[src/rtl/pctc_pkg.sv]
// ----------------------------------------------------------------------------
// pctc_pkg
// Shared types, geometry constants and helpers for the page cache tag
// controller: cache geometry, command codes, request and result records.
// ----------------------------------------------------------------------------
package pctc_pkg;

    // Cache geometry (powers of two)
    localparam int WAYS        = 8;
    localparam int SETS        = 1024;
    localparam int PAGE_BYTES  = 4096;
    localparam int FLASH_PAGES = 1048576;
    localparam int ALIGN_BYTES = 64;

    localparam int ADDR_W  = 36;
    localparam int STAMP_W = 32;
    localparam int WAY_W   = $clog2(WAYS);
    localparam int SET_W   = $clog2(SETS);
    localparam int OFF_W   = $clog2(PAGE_BYTES);
    localparam int ALIGN_W = $clog2(ALIGN_BYTES);
    localparam int RANGE_W = $clog2(FLASH_PAGES) + OFF_W;
    localparam int TAG_W   = RANGE_W - OFF_W - SET_W;
    localparam int PAGE_W  = ADDR_W - OFF_W;
    localparam int HIGH_W  = ADDR_W - OFF_W - SET_W;

    localparam int S_TDATA_W = 72;
    localparam int S_TUSER_W = 3;
    localparam int M_TDATA_W = 40;
    localparam int M_TUSER_W = 4;

    // Input function codes
    typedef enum logic [1:0] {
        FUNC_HOST   = 2'd0,
        FUNC_VICTIM = 2'd1,
        FUNC_FILL   = 2'd2,
        FUNC_NONE   = 2'd3
    } func_t;

    // Output command codes
    typedef enum logic [2:0] {
        CMD_DRAM_RD   = 3'd0,
        CMD_DRAM_WR   = 3'd1,
        CMD_FLASH_RD  = 3'd2,
        CMD_FLASH_WR  = 3'd3,
        CMD_WRITE_ACK = 3'd4,
        CMD_RANGE_ERR = 3'd5,
        CMD_NO_PEND   = 3'd6,
        CMD_BUSY      = 3'd7
    } cmd_t;

    // Per-set miss phase
    typedef enum logic [1:0] {
        PEND_NONE   = 2'd0,
        PEND_VICTIM = 2'd1,
        PEND_FILL   = 2'd2,
        PEND_RSVD   = 2'd3
    } pend_t;

    // Request handed from front to back
    typedef struct packed {
        func_t              func;
        logic [ADDR_W-1:0]  addr;
        logic               is_write;
        logic [STAMP_W-1:0] now;
    } req_t;

    // One cache line's state
    typedef struct packed {
        logic [TAG_W-1:0]   tag;
        logic               valid;
        logic               dirty;
        logic [STAMP_W-1:0] stamp;
    } line_t;

    typedef line_t [WAYS-1:0] row_t;

    // Open miss record for one set
    typedef struct packed {
        pend_t              pend;
        logic [WAY_W-1:0]   way;
        logic               is_write;
        logic [ADDR_W-1:0]  record;
    } miss_t;

    // One result item
    typedef struct packed {
        cmd_t              cmd;
        logic [ADDR_W-1:0] addr;
        logic              hit;
        logic              last;
    } res_t;

    function automatic res_t mk_res(cmd_t cmd, logic [ADDR_W-1:0] addr,
                                    logic hit, logic last);
        res_t r;
        r.cmd  = cmd;
        r.addr = addr;
        r.hit  = hit;
        r.last = last;
        return r;
    endfunction

endpackage

[src/rtl/pctc_front.sv]
// ----------------------------------------------------------------------------
// pctc_front
// Accept requests from the input stream, drop unused function codes and
// hold the rest in a two-entry queue for the back end.
// ----------------------------------------------------------------------------
module pctc_front
    import pctc_pkg::*;
(
    input  logic                 aclk,
    input  logic                 aresetn,
    input  logic                 s_axis_tvalid,
    output logic                 s_axis_tready,
    input  logic [S_TDATA_W-1:0] s_axis_tdata,
    input  logic [S_TUSER_W-1:0] s_axis_tuser,
    output logic                 q_valid,
    output req_t                 q_req,
    input  logic                 q_pop
);

    req_t       ent_reg [2];
    logic       wptr_reg, wptr_next;
    logic       rptr_reg, rptr_next;
    logic [1:0] cnt_reg, cnt_next;
    req_t       in_req;
    logic       push;

    // Unpack the incoming request
    always_comb begin
        in_req.func     = func_t'(s_axis_tuser[1:0]);
        in_req.is_write = s_axis_tuser[2];
        in_req.addr     = s_axis_tdata[ADDR_W-1:0];
        in_req.now      = s_axis_tdata[ADDR_W +: STAMP_W];
    end

    assign s_axis_tready = (cnt_reg != 2'd2);
    assign push    = s_axis_tvalid && s_axis_tready && (in_req.func != FUNC_NONE);
    assign q_valid = (cnt_reg != 2'd0);
    assign q_req   = ent_reg[rptr_reg];

    // Advance queue pointers
    always_comb begin
        wptr_next = wptr_reg ^ push;
        rptr_next = rptr_reg ^ q_pop;
        cnt_next  = cnt_reg + {1'b0, push} - {1'b0, q_pop};
    end

    always_ff @(posedge aclk) begin
        if (!aresetn) begin
            wptr_reg <= 1'b0;
            rptr_reg <= 1'b0;
            cnt_reg  <= 2'd0;
        end else begin
            wptr_reg <= wptr_next;
            rptr_reg <= rptr_next;
            cnt_reg  <= cnt_next;
        end
    end

    // Hold request payload
    always_ff @(posedge aclk) begin
        if (push) begin
            ent_reg[wptr_reg] <= in_req;
        end
    end

endmodule

[config.mk]
export PLATFORM = sky130hd
export DESIGN_NAME = pctc_front
export DESIGN_NICKNAME = d
export VERILOG_FILES = /design/src/rtl/pctc_pkg.sv /design/src/rtl/pctc_front.sv
export SDC_FILE = /design/constraint.sdc
export NUM_CORES = 1
export LEC_CHECK = 0
export ABC_AREA = 0
export BUFFER_PORTS_ARGS = -buffer_cell sky130_fd_sc_hd__buf_2
export CORE_ASPECT_RATIO = 0.5
export CORE_MARGIN = 3
export CORE_UTILIZATION = 58
export CTS_BUF_LIST = sky130_fd_sc_hd__clkbuf_8
export DETAILED_ROUTE_END_ITERATION = 6
export HOLD_SLACK_MARGIN = 0.15
export PLACE_DENSITY = 0.87
export SLEW_MARGIN = 20
export SYNTH_ARGS = -nofsm -noshare
export SYNTH_HDL_FRONTEND = slang
export SYNTH_SLANG_ARGS = --single-unit
[constraint.sdc]
create_clock -name aclk -period 6.2 [get_ports aclk]
set_input_delay 0 -clock aclk [delete_from_list [all_inputs] [get_ports aclk]]
set_output_delay 0 -clock aclk [all_outputs]
set_load 0.01 [all_outputs]
==> summary.md, run 1 <==
| Metric | Value |
|---|---|
| Post-Syn Area | 5713 µm² |
| # DRC | 0 |
| Routed Antenna Nets | 0 |
| # Max-Cap Violations | 0 |
| Seq pwr share | 53.0% |
| Critical Path Fanout Max | 36 |
| Worst VDD drop | 0.0002369 V |
| Total CTS buffers | 17 |
| Crit share post-route | between 30% and 40% |
| Clock Skew | between 0.006 and 0.007 ns |
| Die ar. | 11150 µm² |
| Final net count | 562 |
| Crit end category | primary output |
| Vias | 3110 |
| IO Pins | 152 |
| Ant diodes | 0 |
| P_int | 1.773 mW |
| Top post-synthesis cells by area | edfxtp_1 (75%), mux2_4 (18%), buf_12 (2.5%) |
| Buffer type at the clock tree root | clkbuf_8 |
| Total GRT Usage | a little over a fifth |
| Worst EP required | 6.20 ns |
| Largest register FFs | approximately 140 |
| Most frequent cells in the layout | buf_2 (147), edfxtp_1 (142), dlygate4sd3_1 (75), mux2_4 (70), clkbuf_8 (17) |
| Buf/Inv on CP | 2 |
| Cell Count, Final, Fillers Out | about 620 |
| Clock power frac | about 30% |
| Area delta synth->final | 33.27% |
| Final setup vio count | 0 |
| Worst setup SP type | flip-flop |
| Vias in the first global route | roughly 3500 |
| Num Clock Sinks | 147 |
| PD cells | 308.6 nW/µm² |
| Layout cell share with drive strength beyond 1 | 51.01% |
| H-tree levels | 4 |
| Crit-path slowest cell | dfxtp_4 |
| CTS Buffer Depth | 2 |
| Post-synth top area share | 74.64% |
| Clk Latency, worst-skew pair | 0.41 ns |
| Crit path max-delay family | buffers and inverters |
| Max incr delay on CP | ~0.8 ns |
| Setup tns final | 0 ns |
| Library cells used by synthesis | 19 |
| Per-cell routed wire length | approximately 18 µm |
| Net Switching | ~0.58 mW |
| Num rows | 24 |
| Via/cell ratio | 4.984 |
| Number of detailed-route iterations in the first pass | 4 |
| Average size of a mapped cell | 23.13 µm² |
| Largest net degree at the start of global routing | 72 |
| CP Class | reg2out |
| Die Wd | 146.4 µm |
| Total core area | 9129 µm² |
| Gr ovfl total | 0 |
| Register area share after synthesis | 76.39% |
| Post-CTS setup buffers | 0 |
| CTS tree | built |
| Hold WS | between 0.3 and 0.4 ns |
| Worst slew margin | approximately 33% |
| Initial core utilization | 62.58% |
| Final GP Congestion | 0.7315 |
| Leak | 3.026 nW |
| Syn. warnings | 0 |
| Mapped Cells | 247 |
| Min-Delay Path Class | in2reg |
| Slew @ Worst Pin | 1.001 ns |
| Peak Freq | just over 400 MHz |
| Clk slew on worst S/H paths | around 0.08 ns |
| Crit-path cells | buf_4 > mux2_2 > buf_2 |
| Status | finished clean |
| Hold buffer count at CTS | between 70 and 80 |
| First-pass GRT wire length | 18.04 mm |
| Dpl cells | around 520 |
| Port bufs | ~150 |
| Initial antenna violation count | 0 |
| CTS resizes | 0 |
| Layout fillers | between 400 and 500 |
| Net Sw Frac | 24.54% |
| #FFs+latches synth | between 100 and 150 |
| Final min period | 2.449 ns |
| Final Max Tran Viols | 0 |
| Syn_nets | between 300 and 400 |
| Final Routed Wirelength | 11.36 mm |
| HPWL Detailed | 6.349 mm |
| Initial DRC Count | 152 |
| Arrival time worst endpoint | 2.45 ns |
| RSZ-0062 raised after global routing | false |
| Most common cell after layout, fill and taps aside | buf_2 |
| Hold Vio Cnt, Final | 0 |
| Die height | 76.18 µm |
| R2r setup slk | 4.12 ns |
| Comb pwr share | around 17% |
| Top cell type by total area after synthesis | edfxtp_1 |
[power groups by stage]
stage	clock network (mW)	registers, mW	logic (mW)
6_report	0.699	1.25	0.404
5_1_grt	0.756	1.26	0.432
4_1_cts	0.707	1.25	0.401
3_5_place_dp	0	1.27	0.360
3_3_place_gp	0	1.26	0.347
2_1_floorplan	0	1.25	0.255
[Yosys cell counts, drive strengths merged]
cell type / number
a31oi: 1
and2: 2
and3: 1
buf: 8
dfxtp: 5
edfxtp: 142
ha: 2
inv: 3
mux2: 71
mux2i: 1
nand2: 2
nand2b: 1
nor2: 3
or2: 2
xnor2: 2
xor2: 1
[metrics by stage]
| step | util, % | setup WS [ns] | cell area [µm²] | power (mW) |
|---|---|---|---|---|
| after floorplan | - | 3.318 | 5713 | 1.504 |
| after global placement | 71.05 | 4.234 | 6486 | 1.606 |
| after detailed placement | 71.05 | 4.175 | 6486 | 1.628 |
| after CTS | 83.40 | 3.705 | 7614 | 2.354 |
| after global routing | 83.40 | 3.600 | 7614 | 2.445 |
| final | 83.40 | 3.751 | 7614 | 2.350 |
[cell type report]
class	count	area (µm²)	share of cell area, %
clock buffer	17	234.0	3.073
clock inverter	15	142.6	1.873
inverter	3	11.26	0.1479
multi-input combinational	89	1201	15.78
sequential	147	4368	57.37
tap	130	162.7	2.136
timing repair buffer	223	1494	19.62
[worst reg2reg max path, delay by kind of cell (launching register included)]
kind / cells / cell delay (ns)
AND/OR/NAND/NOR: 2 / 0.46
adder cells (fa/ha/maj): 1 / 0.84
flip-flops: 1 / 0.36
[cell families (layout without fill, tap and decap cells)]
kind of cell             count (synthesis)  count (layout)  synth area share (%)
flip-flops                             147             147                 76.39
multiplexers                            72              72                 18.77
AND/OR/NAND/NOR                         11              11                0.9858
buffers and inverters                   11             258                 2.847
XOR/XNOR                                 3               3                0.4600
adder cells (fa/ha/maj)                  2               2                0.4380
AO/OA/AOI/OAI                            1               1                0.1096
[final timing paths]
| kind | cells after the start | end | start |
|---|---|---|---|
| worst max-delay path | 3 | q_req[70] | flip-flop |
| worst min-delay path | 2 | ent_reg[0][3] | s_axis_tdata[39] |
| worst max register to register | 3 | ent_reg[0][56] | cnt_reg[0] |
| worst min register to register | 2 | flip-flop | rptr_reg |
[layer usage]
metal	vias up	part of all wire [%]	track usage [%]
li1	1439	-	-
met1	1545	37	22.49
met2	104	57	40.06
met3	22	4.2	4.575
met4	0	2.3	9.475
met5	-	0	0
(Power assumes the default switching activity.)
==> run 2, diff against run 1 <==
--- a/config.mk
+++ b/config.mk
@@ -9,11 +9,11 @@
 export BUFFER_PORTS_ARGS = -buffer_cell sky130_fd_sc_hd__buf_2
 export CORE_ASPECT_RATIO = 0.5
 export CORE_MARGIN = 3
-export CORE_UTILIZATION = 58
+export CORE_UTILIZATION = 54
 export CTS_BUF_LIST = sky130_fd_sc_hd__clkbuf_8
 export DETAILED_ROUTE_END_ITERATION = 6
 export HOLD_SLACK_MARGIN = 0.15
-export PLACE_DENSITY = 0.87
+export PLACE_DENSITY = 0.82
 export SLEW_MARGIN = 20
 export SYNTH_ARGS = -nofsm -noshare
 export SYNTH_HDL_FRONTEND = slang
==> constraint.sdc (replaced) <==
create_clock -name aclk -period 2.4 [get_ports aclk]
set_input_delay 0 -clock aclk [delete_from_list [all_inputs] [get_ports aclk]]
set_output_delay 0 -clock aclk [all_outputs]
set_load 0.01 [all_outputs]
==> run 2 against run 1 <==
  * Largest cell class unchanged
  * Highest routed layer unchanged
  * Register-to-register slack lost 3.7 ns
  * Clock power grew 140%
  * Worst hold slack lost 0.0054 ns
==> summary.md, run 2 (synthesis gave the netlist of run 1 again) <==
| Metric | Value |
|---|---|
| Status | finished clean |
| Via/cell ratio | 4.860 |
| Min-Delay Path Class | in2reg |
| Worst setup SP type | flip-flop |
| Worst R2R Start | cnt_reg[0] |
| Buffer type at the clock tree root | clkbuf_8 |
| Multi-input gate area | 1201 µm² |
| Instance count on the critical path | 6 |
| Largest register FFs | 142 |
| Clk Latency, worst-skew pair | 0.42 ns |
| Crit end category | flip-flop |
| Layout fillers | 536 |
| Setup tns final | 0 ns |
| Crit-path cells | nand2b_1 > and3_1 > xnor2_1 > ha_1 > and2_1 > dlygate4sd3_1 |
| Most frequent cells in the layout | buf_2 (147), edfxtp_1 (142), dlygate4sd3_1 (75), mux2_4 (70), clkbuf_8 (17) |
| Min-delay src | s_axis_tdata[16] |
| Buf/Inv on CP | 1 |
| Critical Path Fanout Max | 3 |
| Cell Area, Placed | 6568 µm² |
| H-tree levels | 4 |
| Initial core utilization | between 50% and 60% |
| Most common cell after layout, fill and taps aside | buf_2 |
| Number of detailed-route iterations in the first pass | 4 |
| Final GP Congestion | 0.7823 |
| Clk slew on worst S/H paths | ~0.080 ns |
| Setup crit end | cnt_reg[0] |
| Final setup vio count | 0 |
| Total core area | 9853 µm² |
| Die ar. | approximately 12000 µm² |
| Crit path max-delay family | simple AND/OR/NAND/NOR gates |
| Gr ovfl total | 0 |
| CTS Buffer Depth | 2 |
| R2r setup slk | 0.39 ns |
| Layout cell share with drive strength beyond 1 | 51.70% |
| Final min period | 2.008 ns |
| # Max-Cap Violations | 0 |
| Worst R2R End | cnt_reg[0] |
| Die height | 78.73 µm |
| Crit-path slowest cell | dlygate4sd3_1 |
| Port bufs | 147 |
| Worst EP required | 2.71 ns |
| Peak Freq | 497.9 MHz |
| Total GRT Usage | a little under a fifth |
| First-pass GRT wire length | 17.05 mm |
| Critical Path Start | cnt_reg[0] |
| Clock Skew | about 0.014 ns |
| Routed Antenna Nets | 0 |
| # DRC | 0 |
| Initial antenna violation count | 0 |
| IO Pins | 152 |
| Final Util | 77.74% |
| Reg2reg path depth | 6 |
| Hold Vio Cnt, Final | 0 |
| Max incr delay on CP | roughly 0.55 ns |
| Ant diodes | 0 |
| Final net count | 567 |
| Post-route cell area | around 7700 µm² |
| Crit share post-route | a little over four fifths |
| WHS Path Cells | 2 |
| Register area | 4368 µm² |
| Arrival time worst endpoint | between 2 and 2.5 ns |
| Total CTS buffers | 17 |
| Die Wd | between 150 and 200 µm |
| Final Routed Wirelength | 10.88 mm |
| Num Clock Sinks | 147 |
| Vias in the first global route | 3424 |
| Largest net degree at the start of global routing | 46 |
| PD cells | a little under 800 nW/µm² |
| Num rows | 25 |
| Worst VDD drop | 0.0004536 V |
| Leak | 3.058 nW |
| Final Max Tran Viols | 0 |
| Worst slew margin | 70.39% |
| Initial DRC Count | 114 |
| Slew @ Worst Pin | 0.4442 ns |
| CP Class | reg2reg |
| Area delta synth->final | 34.08% |
| Vias | 3081 |
| RSZ-0062 raised after global routing | false |
| CTS tree | built |
| Per-cell routed wire length | around 17 µm |
run 2: cell types whose count changed in the layout (fill, tap and decap cells not counted), sizes merged:
cell	delta
buf	+5
bufinv	-2
clkinv	-2
clkinvlp	-2
inv	+6
run 2: report_power, final:
group          total, mW  internal [mW]  switching (mW)
Combinational       1.09          0.586           0.507
Clock               1.66          0.721           0.939
Sequential          3.18           3.11          0.0738
Total               5.93           4.41            1.52
run 2: area by class of cell:
class,instances,area share (%)
Sequential cell,147,57.02
Inverter,3,0.1470
Tap cell,135,2.205
Clock inverter,15,1.405
Multi-Input combinational cell,89,15.68
Clock buffer,17,3.055
Timing Repair Buffer,228,20.48
run 2: what timing repair did:
item / 4_1_cts / 5_1_grt
resized for setup: 0 / 0
hold buffers: 75 / 0
setup buffers: 0 / 0
endpoints found under the hold margin: 147 / 0
run 2: metrics by stage:
stage               instances  total power [mW]  hold WS, ns  setup slack (ns)
finish                    634             5.934       0.2976            0.3915
global route              634             6.198       0.2701            0.2892
CTS                       634             5.976       0.2561            0.4068
detailed placement        527             4.232       0.1910            0.6761
global placement          527             4.179       0.1886            0.7654
floorplan                 247             3.878      0.09887            0.2675
run 2: worst min-delay path by stage:
stage                      to  slack (ns)
6_report       ent_reg[0][49]        0.30
5_1_grt        ent_reg[0][25]        0.27
4_1_cts        ent_reg[0][14]        0.26
3_5_place_dp   ent_reg[0][14]        0.19
3_3_place_gp   ent_reg[0][17]        0.19
2_1_floorplan   ent_reg[0][0]         0.1
run 2: metal layers:
layer	share of wire [%]	up-vias	GRT usage [%]
li1	-	1446	-
met1	37	1521	19.85
met2	56	91	35.46
met3	4.7	23	5.131
met4	2.4	0	9.765
met5	0	-	0
==> run 3, diff against run 2 <==
==> constraint.sdc (replaced) <==
create_clock -name aclk -period 2.03 [get_ports aclk]
set_input_delay 0 -clock aclk [delete_from_list [all_inputs] [get_ports aclk]]
set_output_delay 0 -clock aclk [all_outputs]
set_load 0.01 [all_outputs]
==> run 3 against run 2 <==
  * Via count grew 0.39%
  * Clock skew fell by 0.0046 ns
  * Maximum frequency increased by 13%
  * Critical endpoint is now cnt_reg[1]
==> summary.md, run 3 (synthesis gave the netlist of run 1 again) <==
| Metric | Value |
|---|---|
| Status | finished clean |
| Worst EP required | 2.33 ns |
| CTS tree | built |
| Final GP Congestion | 0.7460 |
| Worst VDD drop | roughly 0.00071 V |
| Crit share post-route | 87.67% |
| Most common cell after layout, fill and taps aside | buf_2 |
| Total CTS buffers | 17 |
| Worst slew margin | 77.28% |
| Number of detailed-route iterations in the first pass | 5 |
| Clk Latency, worst-skew pair | between 0.4 and 0.5 ns |
| CTS resizes | 0 |
| Setup tns final | 0 ns |
| Clock Skew | 0.009163 ns |
| Num rows | 25 |
| Min-Delay Path Class | in2reg |
| Vias | 3093 |
| CP Class | reg2reg |
| Dpl cells | about 530 |
| Slew @ Worst Pin | 0.3408 ns |
| Buf/Inv on CP | 0 |
| Initial DRC Count | 111 |
| Max incr delay on CP | 0.38 ns |
| Total GRT Usage | 19.14% |
| Per-cell routed wire length | between 15 and 20 µm |
| Ant diodes | 0 |
| Worst setup SP type | flip-flop |
| Die ar. | 11920 µm² |
| Buffer type at the clock tree root | clkbuf_8 |
| Setup crit end | cnt_reg[1] |
| Crit-path slowest cell | dfxtp_1 |
| Vias in the first global route | 3410 |
| R2r setup slk | 0.25 ns |
| Reg2reg path depth | 7 |
| Gr ovfl total | 0 |
| Leak | 3.130 nW |
| Final Routed Wirelength | 10.88 mm |
| Num Clock Sinks | roughly 150 |
| # Max-Cap Violations | 0 |
| Peak Freq | 561.9 MHz |
| First-pass GRT wire length | 16.88 mm |
| Critical Path Start | cnt_reg[0] |
| CTS Buffer Depth | 2 |
| # DRC | 0 |
| Arrival time worst endpoint | 2.08 ns |
| Port bufs | 147 |
| Crit-path cells | nand2b_1 > and3_1 > xnor2_1 > ha_1 > xor2_1 > or2_0 > mux2i_1 |
| Crit path max-delay family | simple AND/OR/NAND/NOR gates |
| Hold Vio Cnt, Final | 0 |
| Total core area | 9853 µm² |
| Area delta synth->final | 37.01% |
| Layout cell share with drive strength beyond 1 | 51.70% |
| Most frequent cells in the layout | buf_2 (147), edfxtp_1 (142), dlygate4sd3_1 (75), mux2_4 (70), clkbuf_8 (17) |
| H-tree levels | 4 |
| Final min period | 1.780 ns |
| RSZ-0062 raised after global routing | false |
| Routed Antenna Nets | 0 |
| Critical Path Fanout Max | 3 |
| Clk slew on worst S/H paths | 0.08 ns |
| Die Wd | 151.5 µm |
| Final net count | 567 |
| HPWL Detailed | about 6.9 mm |
| Via/cell ratio | 4.879 |
| Largest register FFs | 142 |
| Final setup vio count | 0 |
| Post-CTS setup buffers | 0 |
| Largest net degree at the start of global routing | 37 |
| Cell Count, Final, Fillers Out | 634 |
| PD cells | between 900 and 1000 nW/µm² |
| Worst R2R Start | cnt_reg[0] |
| Initial antenna violation count | 0 |
| Final Util | 79.44% |
| Hold WS | 0.3037 ns |
| IO Pins | 152 |
| Instance count on the critical path | 7 |
| Initial core utilization | 57.98% |
| Worst R2R End | cnt_reg[1] |
| Crit end category | flip-flop |
| Final Max Tran Viols | 0 |
| Die height | 78.73 µm |
[run 3: worst reg2reg max path, stage by stage (launching register included)]
cell	delay, ns
dfxtp_1	0.38
nand2b_1	0.17
and3_1	0.28
xnor2_1	0.17
ha_1	0.19
xor2_1	0.24
or2_0	0.15
mux2i_1	0.08
[run 3: routing by layer]
layer	global-route usage, %	routed length, µm	up-vias
met5	0	0	-
met4	8.409	187	0
met3	5.188	456	16
met2	36.34	6251	107
met1	19.81	3986	1525
li1	-	-	1445
[run 3: what timing repair did]
item	CTS	global route
setup endpoints to repair	0	0
endpoints found under the hold margin	147	0
hold buffers	75	0
[run 3: how the worst min path moves through the flow]
stage	depth (start not counted)	endpoint	from	slack, ns
2_1_floorplan	0	ent_reg[0][0]	s_axis_tdata[36]	0.1
3_3_place_gp	1	ent_reg[0][29]	s_axis_tdata[65]	0.19
3_5_place_dp	1	ent_reg[0][41]	s_axis_tdata[8]	0.19
4_1_cts	2	ent_reg[0][30]	s_axis_tdata[66]	0.26
5_1_grt	2	ent_reg[1][53]	s_axis_tdata[20]	0.27
6_report	2	ent_reg[0][16]	s_axis_tdata[52]	0.30
[run 3: area by class of cell]
class                   count  area (µm²)
clock buffers              17       234.0
clock inverters            15       237.7
fillers                   542        2026
inverters                   3       11.26
multi-input cells          89        1201
flip-flops and latches    147        4368
well taps                 135       168.9
repair buffers            228        1607
[run 3: metrics by stage]
step                      cell area [µm²]  power [mW]  worst slack (ns)
after CTS                            7828       7.763            0.2266
after detailed placement             6605       5.030            0.3599
after floorplan                      5728       4.590            0.2713
final                                7828       7.703            0.2503
after global placement               6605       4.957            0.4811
after global routing                 7828       8.024            0.1693
[run 3: power breakdown]
group / internal, mW / total (mW) / switching, mW
clock network: 1.58 / 2.63 / 1.05
logic: 0.704 / 1.29 / 0.590
registers: 3.67 / 3.78 / 0.104
total: 5.96 / 7.70 / 1.75
